$ cat src/sspq_pkg.sv
`default_nettype none
package sspq_pkg;

  localparam int CAPACITY_DEFAULT = 16;
  localparam int DATA_W           = 32;

  typedef enum logic [1:0] {
    OP_ENQUEUE = 2'd0,
    OP_DEQUEUE = 2'd1,
    OP_PEEK    = 2'd2
  } op_t;

  typedef enum logic [1:0] {
    ST_DONE  = 2'd0,
    ST_EMPTY = 2'd1,
    ST_FULL  = 2'd2
  } status_t;

  // Command broadcast to every cell of the chain.
  typedef struct packed {
    logic              enq;
    logic              deq;
    logic [DATA_W-1:0] pri;
    logic [DATA_W-1:0] pay;
  } cell_cmd_t;

endpackage
`default_nettype wire

$ cat src/sspq_cell.sv
`default_nettype none
module sspq_cell import sspq_pkg::*; #(
  parameter int IDX   = 0,
  parameter int CNT_W = 5
) (
  input  wire logic              clk,
  input  wire cell_cmd_t         cmd,
  input  wire logic [CNT_W-1:0]  count,
  input  wire logic              left_place,
  input  wire logic [DATA_W-1:0] left_pay,
  input  wire logic [DATA_W-1:0] left_pri,
  input  wire logic [DATA_W-1:0] right_pay,
  input  wire logic [DATA_W-1:0] right_pri,
  output logic                   place,
  output logic [DATA_W-1:0]      pay,
  output logic [DATA_W-1:0]      pri
);

  localparam logic [CNT_W-1:0] IDX_C = CNT_W'(IDX);

  logic occupied;
  logic greater;

  // A cell is at or behind the insertion point when it is empty or holds a
  // strictly larger priority; equal priorities stay ahead of the new entry.
  assign occupied = count > IDX_C;
  assign greater  = $signed(pri) > $signed(cmd.pri);
  assign place    = !occupied || greater;

  always_ff @(posedge clk) begin
    if (cmd.enq && place) begin
      if (left_place) begin
        pay <= left_pay;
        pri <= left_pri;
      end else begin
        pay <= cmd.pay;
        pri <= cmd.pri;
      end
    end else if (cmd.deq) begin
      pay <= right_pay;
      pri <= right_pri;
    end
  end

endmodule
`default_nettype wire

$ cat src/stable_sorted_priority_queue.sv
`default_nettype none
// Stable sorted priority queue built as a chain of CAPACITY cells.
// Input channel (in_valid / in_stall) carries one operation per transaction:
// enqueue payload with signed priority_req, dequeue the front entry, or peek
// it. Smallest priority is served first; equal priorities leave in arrival
// order. Operation code 3 does nothing and reports done.
// Output channel (out_valid / out_stall) returns one result per transaction:
// front payload and priority (zero unless an entry was removed or peeked),
// a status code, and empty / full flags after the operation.
// The result is registered in the output register in the cycle after the
// input transaction. One transaction per cycle is accepted while the receiver
// does not stall; every cell compares against the new priority and shifts
// together, so the cell chain sets no limit beyond the output register.
// When the receiver stalls, the result holds in the output register and
// in_stall rises, so no new transaction enters until the result is taken.
// Reset clears the entry count and the output valid; cell contents are not
// cleared, since only entries below the count are ever read.
module stable_sorted_priority_queue import sspq_pkg::*; #(
  parameter int CAPACITY = CAPACITY_DEFAULT
) (
  input  wire logic        clk,
  input  wire logic        rst,
  input  wire logic        in_valid,
  output logic             in_stall,
  input  wire logic [1:0]  operation,
  input  wire logic [31:0] payload,
  input  wire logic signed [31:0] priority_req,
  output logic             out_valid,
  input  wire logic        out_stall,
  output logic [31:0]      front_payload,
  output logic signed [31:0] front_priority,
  output logic [1:0]       status,
  output logic             empty_after,
  output logic             full_after
);

  localparam int CNT_W = $clog2(CAPACITY + 1);
  localparam logic [CNT_W-1:0] CAP_C = CNT_W'(CAPACITY);

  logic [CNT_W-1:0] count;
  logic [CNT_W-1:0] count_next;

  logic             accept;
  logic             is_empty;
  logic             is_full;
  logic             enq_ok;
  logic             deq_ok;
  logic             take_front;
  status_t          status_next;
  cell_cmd_t        cmd;

  logic [CAPACITY:0]  place_chain;
  logic [DATA_W-1:0]  cell_pay [CAPACITY];
  logic [DATA_W-1:0]  cell_pri [CAPACITY];

  // Hold the input while a finished result waits at a stalled receiver.
  assign in_stall = out_valid && out_stall;
  assign accept   = in_valid && !in_stall;
  assign is_empty = count == '0;
  assign is_full  = count == CAP_C;

  always_comb begin
    enq_ok      = 1'b0;
    deq_ok      = 1'b0;
    take_front  = 1'b0;
    status_next = ST_DONE;
    unique case (op_t'(operation))
      OP_ENQUEUE: begin
        if (is_full) begin
          status_next = ST_FULL;
        end else begin
          enq_ok = accept;
        end
      end
      OP_DEQUEUE: begin
        if (is_empty) begin
          status_next = ST_EMPTY;
        end else begin
          deq_ok     = accept;
          take_front = 1'b1;
        end
      end
      OP_PEEK: begin
        if (is_empty) begin
          status_next = ST_EMPTY;
        end else begin
          take_front = 1'b1;
        end
      end
      default: begin
        status_next = ST_DONE;
      end
    endcase
  end

  always_comb begin
    priority if (enq_ok) begin
      count_next = count + 1'b1;
    end else if (deq_ok) begin
      count_next = count - 1'b1;
    end else begin
      count_next = count;
    end
  end

  assign cmd.enq = enq_ok;
  assign cmd.deq = deq_ok;
  assign cmd.pri = priority_req;
  assign cmd.pay = payload;

  // Nothing ahead of the front cell, so it never takes a left neighbor.
  assign place_chain[0] = 1'b0;

  for (genvar i = 0; i < CAPACITY; i++) begin : g_cell
    logic [DATA_W-1:0] l_pay, l_pri, r_pay, r_pri;

    if (i == 0) begin : g_first
      assign l_pay = '0;
      assign l_pri = '0;
    end else begin : g_mid
      assign l_pay = cell_pay[i-1];
      assign l_pri = cell_pri[i-1];
    end

    // The last cell has no right neighbor; after a dequeue it is unused.
    if (i == CAPACITY - 1) begin : g_last
      assign r_pay = cell_pay[i];
      assign r_pri = cell_pri[i];
    end else begin : g_inner
      assign r_pay = cell_pay[i+1];
      assign r_pri = cell_pri[i+1];
    end

    sspq_cell #(
      .IDX   (i),
      .CNT_W (CNT_W)
    ) u_cell (
      .clk        (clk),
      .cmd        (cmd),
      .count      (count),
      .left_place (place_chain[i]),
      .left_pay   (l_pay),
      .left_pri   (l_pri),
      .right_pay  (r_pay),
      .right_pri  (r_pri),
      .place      (place_chain[i+1]),
      .pay        (cell_pay[i]),
      .pri        (cell_pri[i])
    );
  end

  always_ff @(posedge clk) begin
    if (rst) begin
      count <= '0;
    end else begin
      count <= count_next;
    end
  end

  // Output register: advance on every accepted transaction, drop valid once
  // the receiver takes the result.
  always_ff @(posedge clk) begin
    if (rst) begin
      out_valid <= 1'b0;
    end else if (accept) begin
      out_valid <= 1'b1;
    end else if (!out_stall) begin
      out_valid <= 1'b0;
    end
  end

  always_ff @(posedge clk) begin
    if (accept) begin
      front_payload  <= take_front ? cell_pay[0] : '0;
      front_priority <= take_front ? $signed(cell_pri[0]) : '0;
      status         <= status_next;
      empty_after    <= count_next == '0;
      full_after     <= count_next == CAP_C;
    end
  end

endmodule
`default_nettype wire
$ cat config.mk
export PLATFORM = sky130hd
export DESIGN_NAME = stable_sorted_priority_queue
export DESIGN_NICKNAME = d
export VERILOG_FILES = /design/src/sspq_pkg.sv /design/src/sspq_cell.sv /design/src/stable_sorted_priority_queue.sv
export SDC_FILE = /design/constraint.sdc
export NUM_CORES = 2
export LEC_CHECK = 0
export ABC_AREA = 1
export BUFFER_PORTS_ARGS = -buffer_cell sky130_fd_sc_hd__buf_2
export CORE_MARGIN = 1
export CORE_UTILIZATION = 39
export CTS_BUF_LIST = sky130_fd_sc_hd__clkbuf_8 sky130_fd_sc_hd__clkbuf_16
export CTS_CLUSTER_DIAMETER = 100
export DETAILED_ROUTE_END_ITERATION = 16
export GPL_TIMING_DRIVEN = 0
export PLACE_DENSITY_LB_ADDON = 0.05
export SYNTH_ARGS = -nofsm -noshare
export SYNTH_HDL_FRONTEND = slang
export SYNTH_HIERARCHICAL = 1
export SYNTH_SLANG_ARGS = --single-unit
$ cat constraint.sdc
create_clock -name clk -period 10.2 [get_ports clk]
set_clock_uncertainty 0.15 [all_clocks]
set_input_delay 1.53 -clock clk [delete_from_list [all_inputs] [get_ports clk]]
set_output_delay 1.53 -clock clk [all_outputs]
set_load 0.01 [all_outputs]
Yosys cells after proc, flatten, opt, wreduce, memory -nomap -nowiden
Cells that the tools add are included.
{"block": "word_totals", "ff_bits": 1098, "latch_bits": 0, "ram_bits": 0, "mem_bits_ro": 0, "inputBits": 70, "output_inout_bits": 70, "wordCells": 251, "mem_count": 0}
{"block": "classes", "n_addsub": 2, "multipliers": 0, "div": 0, "n_lt_le_gt_ge": 32, "n_eq_ne": 5, "shifts": 0, "mux": 103, "n_bitwise": 0, "n_reduce_logical": 70}
{"operator": "2-to-1 mux 32 bit", "n": 90}
{"operator": "greater-than comparator 32 bit", "n": 16}
{"operator": "greater-than comparator 5 x 4 -> 1 bit (second input constant)", "n": 8}
{"operator": "nonzero test 2 bit", "n": 15}
{"operator": "greater-than comparator 5 x 3 -> 1 bit (second input constant)", "n": 4}
{"operator": "logical AND 1 bit", "n": 18}
{"operator": "logical NOT 1 bit", "n": 17}
{"operator": "logical OR 1 bit", "n": 16}
{"operator": "== test 5 bit (second input constant)", "n": 2}
{"operator": "greater-than comparator 5 x 1 -> 1 bit (second input constant)", "n": 2}
{"operator": "greater-than comparator 5 x 2 -> 1 bit (second input constant)", "n": 2}
{"operator": "logical NOT 5 bit", "n": 2}
{"operator": "2-to-1 mux 5 bit", "n": 2}
{"operator": "2-to-1 mux 1 bit", "n": 9}
{"operator": "adder 5 x 1 -> 5 bit (second input constant)", "n": 1}
{"operator": "subtractor 5 x 1 -> 5 bit (second input constant)", "n": 1}
{"operator": "case mux 2 bit (2 select lines)", "n": 1}
{"operator": "== test 2 x 1 -> 1 bit (second input constant)", "n": 1}
{"operator": "== test 2 bit (second input constant)", "n": 1}
{"operator": "logical NOT 2 bit", "n": 1}
{"operator": "2-to-1 mux 2 bit", "n": 1}
{"operator": "!= test 2 x 1 -> 1 bit (second input constant)", "n": 1}
{"operator": "OR reduction 2 bit", "n": 1}

Longest topological paths before layout
{"block": "depth", "ltp_word": 8, "ltp_mapped": 24, "ltp_nobuf": 21}

By module
The synthesis kept the hierarchy.
{"mod": "sspq_cell (g_cell[0].u_cell ...)", "instances": 2, "cells_per_inst": 532, "area_each_um2": 4601.9, "seq_area_each_um2": 1921.8}
{"mod": "sspq_cell (g_cell[7].u_cell)", "instances": 1, "cells_per_inst": 547, "area_each_um2": 4704.5, "seq_area_each_um2": 1921.8}
{"mod": "sspq_cell (g_cell[9].u_cell)", "instances": 1, "cells_per_inst": 549, "area_each_um2": 4684.5, "seq_area_each_um2": 1921.8}
{"mod": "sspq_cell (g_cell[2].u_cell)", "instances": 1, "cells_per_inst": 530, "area_each_um2": 4653.2, "seq_area_each_um2": 1921.8}
{"mod": "sspq_cell (g_cell[6].u_cell)", "instances": 1, "cells_per_inst": 530, "area_each_um2": 4652.0, "seq_area_each_um2": 1921.8}
{"mod": "sspq_cell (g_cell[11].u_cell)", "instances": 1, "cells_per_inst": 530, "area_each_um2": 4649.5, "seq_area_each_um2": 1921.8}
{"mod": "sspq_cell (g_cell[3].u_cell)", "instances": 1, "cells_per_inst": 530, "area_each_um2": 4648.2, "seq_area_each_um2": 1921.8}
{"mod": "sspq_cell (g_cell[10].u_cell)", "instances": 1, "cells_per_inst": 543, "area_each_um2": 4514.3, "seq_area_each_um2": 1921.8}
{"mod": "sspq_cell (g_cell[15].u_cell)", "instances": 1, "cells_per_inst": 534, "area_each_um2": 4495.6, "seq_area_each_um2": 1921.8}
{"mod": "sspq_cell (g_cell[8].u_cell)", "instances": 1, "cells_per_inst": 538, "area_each_um2": 4470.5, "seq_area_each_um2": 1921.8}
{"mod": "sspq_cell (g_cell[12].u_cell)", "instances": 1, "cells_per_inst": 537, "area_each_um2": 4463.0, "seq_area_each_um2": 1921.8}
{"mod": "sspq_cell (g_cell[13].u_cell)", "instances": 1, "cells_per_inst": 534, "area_each_um2": 4460.5, "seq_area_each_um2": 1921.8}
{"mod": "sspq_cell (g_cell[14].u_cell)", "instances": 1, "cells_per_inst": 533, "area_each_um2": 4455.5, "seq_area_each_um2": 1921.8}
{"mod": "sspq_cell (g_cell[5].u_cell)", "instances": 1, "cells_per_inst": 529, "area_each_um2": 4455.5, "seq_area_each_um2": 1921.8}
{"mod": "2 more rows"}

Worst setup path before layout
No wires, ideal clock.
{"block": "synth_path", "kind": "input-to-reg", "from": "input port in_valid", "to": "register g_cell[10].u_cell.pay[0], enable pin", "setup_time_ns": 0.424, "arrival_ns": 4.713, "required_time_ns": 9.626, "slack_ns": 4.914, "stages": 6, "n_path_buf": 0, "cell_sequence": "inv_1 a21oi_4 nand3_4 inv_1 inv_1 nand2_1"}
{"block": "synth_via", "word_cells_on_any_way": 7, "cone_classes": "mux (4); reduce/logical (3)"}
{"item": "start, declared", "line_no": "stable_sorted_priority_queue.sv:23", "source": "input wire logic in_valid,"}
{"item": "logical AND 1 bit", "line_no": "stable_sorted_priority_queue.sv:58", "source": "assign accept = in_valid && !in_stall;"}
{"item": "via accept", "line_no": "stable_sorted_priority_queue.sv:43", "source": "logic accept;"}
{"item": "2-to-1 mux 1 bit", "line_no": "stable_sorted_priority_queue.sv:76", "source": "if (is_empty) begin"}
{"item": "2-to-1 mux 1 bit", "line_no": "stable_sorted_priority_queue.sv:67", "source": "unique case (op_t'(operation))"}
{"item": "via deq_ok", "line_no": "stable_sorted_priority_queue.sv:47", "source": "logic deq_ok;"}
{"item": "nonzero test 2 bit (no line)"}
{"item": "end signal, assigned", "line_no": "sspq_cell.sv:33", "source": "pay <= left_pay;"}
{"item": "end signal, assigned", "line_no": "sspq_cell.sv:36", "source": "pay <= cmd.pay;"}
{"item": "end signal, assigned", "line_no": "sspq_cell.sv:40", "source": "pay <= right_pay;"}
{"item": "end, declared", "line_no": "sspq_cell.sv:15", "source": "output logic [DATA_W-1:0] pay,"}
The timed path passes the listed nets, and every way through them passes these cells.
A chain may end at the register's enable or synchronous reset.

Final worst setup path
{"block": "layout_path", "from": "input port priority_req[31]", "to": "register g_cell[14].u_cell.pay[18] (data pin)"}
{"block": "layout_via", "elab_chain_cells": 4, "word_cells_on_any_way": 7, "cone_classes": "order compare (2); mux (2); reduce/logical (3)"}
{"item": "start, declared", "line_no": "stable_sorted_priority_queue.sv:27", "source": "input wire logic signed [31:0] priority_req,"}
{"item": "greater-than comparator 32 bit", "line_no": "sspq_cell.sv:27", "source": "assign greater = $signed(pri) > $signed(cmd.pri);"}
{"item": "logical OR 1 bit", "line_no": "sspq_cell.sv:28", "source": "assign place = !occupied || greater;"}
{"item": "via place_chain[14]", "line_no": "stable_sorted_priority_queue.sv:52", "source": "logic [CAPACITY:0] place_chain;"}
{"item": "2-to-1 mux 32 bit", "line_no": "sspq_cell.sv:32", "source": "if (left_place) begin"}
{"item": "2-to-1 mux 32 bit", "line_no": "sspq_cell.sv:31", "source": "if (cmd.enq && place) begin"}
{"item": "end signal, assigned", "line_no": "sspq_cell.sv:33"}
{"item": "end signal, assigned", "line_no": "sspq_cell.sv:36"}
{"item": "end signal, assigned", "line_no": "sspq_cell.sv:40"}
{"item": "end, declared", "line_no": "sspq_cell.sv:15"}
The timed path passes the listed nets, and every way through them passes these cells.

==> flow_summary.json <==
{
  "hpwlAfterDp_um": 182000,
  "coreArea_um2": 193000,
  "path_buf_inv": 5,
  "netlist_area_um2": 76100,
  "total_power_mw": 12.0,
  "critPathArrivalTime_ns": 5.54,
  "hold_start": "g_cell[14].u_cell/pay[3]",
  "vias": 58262,
  "synth_top_area_cell": "edfxtp_1",
  "drive_gt1_frac": 0.172,
  "hold_violations": 0,
  "crit_type": "input pin to flip-flop",
  "numCtsBuffers": 144,
  "hold_end": "g_cell[13].u_cell/pay[3]",
  "ant_nets": 0,
  "clock_path_buffers": 3,
  "cts.clk_slew.worst_paths_ns": 0.06,
  "hp-class": "flip-flop to flip-flop",
  "p_leak_nw": 39.5,
  "max_freq_ghz": 0.194,
  "rsz0062_at_grt": "no",
  "final.setup.tns_ns": 0,
  "async_flop_share": 0,
  "cts_max_level": 4,
  "synth.avg_cell_area_um2": 8.60,
  "crit_path_frequent_cell": "nand2_1",
  "cts-hold-fix-buffers": 0,
  "cts_sinks": 1098,
  "cp.depth": 19,
  "worst-r2r-setup-slack_ns": 5.45,
  "drtIter0Drc": 3969,
  "critPathRequiredTime_ns": 10.59,
  "min_path_cells": 2,
  "multiInputGateArea_um2": 37300,
  "r2r-end": "g_cell[12].u_cell/pri[1]",
  "maxSlewHeadroom": 0.00903,
  "drv_cap": 0,
  "die_h_um": 444,
  "synth_edf_count": 1092,
  "critPathSlowestCell": "clkbuf_1",
  "postCtsSetupBuffers": 0,
  "grt_overflow_total": 0,
  "end_kind": "flip-flop",
  "drt_first_pass_iters": 6,
  "reg2reg_from": "count[0]",
  "clock_latency_ns": 0.78,
  "portBuffers": 139,
  "syn_inst": 8850,
  "dp.cells": 11586,
  "nNetsFinal": 9793,
  "io_pins": 140,
  "viasPerCell": 4.92,
  "crit_chain": "buf_2 -> inv_1 -> ha_1 -> nand2_1 -> nor2_1 -> nand2_1 -> nor3b_2 -> nand2_1 -> nand2_1 -> nand2_1 -> nand2_1 -> nand2_1 -> nand2_2 -> buf_2 -> buf_2 -> clkbuf_1 -> mux2_2 -> nand3_1 -> nand2_1",
  "antenna_found_initial": 3,
  "maxSlewViolCount": 0,
  "start_kind": "input pin",
  "crit_family": "buffers and inverters",
  "wl_per_cell_um": 18.8,
  "grt.total_usage": 0.223,
  "yosys_warnings": 6,
  "routed_wl_um": 223000,
  "nFillCells": 19427,
  "timing.final.crit_share": 0.505,
  "synth_ff_type": "edfxtp_1",
  "pwr_density_cell_nw_per_um2": 141,
  "area_growth_pct": 11.3,
  "fp.dieW_um": 444,
  "worst_hold_slack_ns": 0.384,
  "ys_seq_area_frac": 0.432,
  "initial_utilization": 0.394,
  "post-route-min-period_ns": 5.15,
  "stdcell_count": 11841,
  "finalSetupViolCount": 0,
  "crit_path_max_fanout": 16,
  "grt_pass1_wl_um": 343000,
  "cts-root-buf": "clkbuf_16",
  "grt_max_degree": 65,
  "status": "completed",
  "ys_ff_latch": 1098,
  "synthTopCellsByArea": "edfxtp_1 43%, nand2_1 14%, ha_1 8.5%",
  "regArea_um2": 32900,
  "drc": 0,
  "max_stage_delay_ns": 0.52,
  "yosysTopAreaCellShare": 0.431,
  "globalplace.congestion": 0.847,
  "r2r_cells": 9,
  "grt_pass1_vias": 58538,
  "cts_tree": "done",
  "cts.repair.resized": 0,
  "num_rows": 161,
  "peakVddDrop_v": 0.000104,
  "yosysUniqueCellTypes": 45,
  "die-area_um2": 197000,
  "worst_pin_slew_ns": 1.48
}
[cell families (layout without fill, tap and decap cells)]
kind of cell | after synthesis | after routing | synth area share
muxes | 528 | 528 | 0.0781
buffers and inverters | 1274 | 1668 | 0.0829
adders and majority gates | 517 | 517 | 0.0850
and+or+nand+nor | 4616 | 4616 | 0.266
AOI/OAI and AO/OA | 816 | 816 | 0.0561
DFF | 1098 | 1098 | 0.432
other | 1 | 72 | 0.0000493
[layer usage]
layer / global-route usage / part of all wire
met5: 0 / 0
met4: 0.0631 / 0.026
met3: 0.0233 / 0.039
met2: 0.371 / 0.46
met1: 0.307 / 0.48
[synthesized netlist by cell type (all sizes together) (3+ instances only)]
| cell | number |
|---|---|
| nand4 | 37 |
| a21o | 30 |
| mux2 | 528 |
| ha | 517 |
| buf | 288 |
| o21ai | 535 |
| edfxtp | 1092 |
| nand2 | 3230 |
| o21a | 25 |
| inv | 771 |
| nor2 | 243 |
| nand3 | 1088 |
| nor3 | 3 |
| nor4 | 6 |
| a21oi | 217 |
| clkbuf | 215 |
| dfxtp | 6 |
| nor3b | 5 |
[registers in the layout, indices dropped and copies added, names as in the netlist]
signal,flops
empty_after,1
count,5
front_priority,32
out_valid,1
full_after,1
status,2
g_cell.u_cell/pri,512
g_cell.u_cell/pay,512
front_payload,32
[worst max-delay path by stage]
stage                           startpoint                        end  slack [ns]
after global routing      priority_req[31]  g_cell[14].u_cell/pay[18]        4.80
after detailed placement  priority_req[31]  g_cell[14].u_cell/pay[22]        4.20
after floorplan                   in_valid   g_cell[10].u_cell/pay[0]        4.91
after CTS                 priority_req[31]  g_cell[14].u_cell/pay[18]        5.05
final                     priority_req[31]  g_cell[14].u_cell/pay[18]        5.05
after global placement            in_valid   g_cell[15].u_cell/pri[4]        2.89
[per-stage QoR]
step / area, um2 / util / worst slack (ns)
after floorplan: 76400 / - / 4.91
after global placement: 80200 / 0.415 / 2.89
after detailed placement: 80400 / 0.416 / 4.20
after CTS: 84700 / 0.439 / 5.05
after global routing: 84800 / 0.439 / 4.80
final: 84800 / 0.439 / 5.05
[worst reg2reg max path: cells and delay by family, from the launching register on]
| kind | cells | cell delay (ns) |
|---|---|---|
| DFF | 1 | 1.02 |
| and+or+nand+nor | 4 | 1.22 |
| adders and majority gates | 1 | 0.39 |
| buffers and inverters | 4 | 1.55 |
[cell type report]
cell class	count	area share
antenna	3	0.0000886
buffer	503	0.0403
clock buffer	150	0.0443
clock inverter	102	0.00669
inverter	771	0.0341
multi-input combinational	6546	0.440
sequential	1098	0.388
tap	2526	0.0373
timing repair buffer	142	0.00901
[cells in the final DEF (no fill, tap or decap), types with 4 or more instances in the layout]
cell       netlist  final
nand2_1       2788   2772
edfxtp_1      1092   1092
nand3_1       1075   1075
inv_1          767    811
o21ai_0        528    528
mux2_2         528    528
ha_1           517    517
nand2_2        437    437
nor2_1         227    227
a21oi_1        216    216
clkbuf_1       215    215
buf_2           60    199
clkbuf_16        0    150
buf_6           83     83
buf_4           74     74
conb_1           1     69
nand4_1         37     37
clkinv_1         0     36
buf_1           35     35
buf_12          30     32
a21o_1          30     30
o21a_1          25     25
nand2_4          5     21
nor2_2          15     15
clkinv_2         0     10
nand3_2         10     10
o21ai_1          7      7
nor4_4           6      6
buf_8            6      6
bufinv_16        0      5
dfxtp_1          6      5
inv_2            4      4
inv_6            0      4
nor3b_2          4      4
[power breakdown]
group	leakage [nW]	total (mW)	internal, mW	switching [mW]
Clock	2.27	4.72	2.75	1.97
Combinational	27.0	1.79	0.646	1.14
Sequential	10.2	5.48	5.29	0.185
Note: power is estimated with default switching activity, not from simulation.
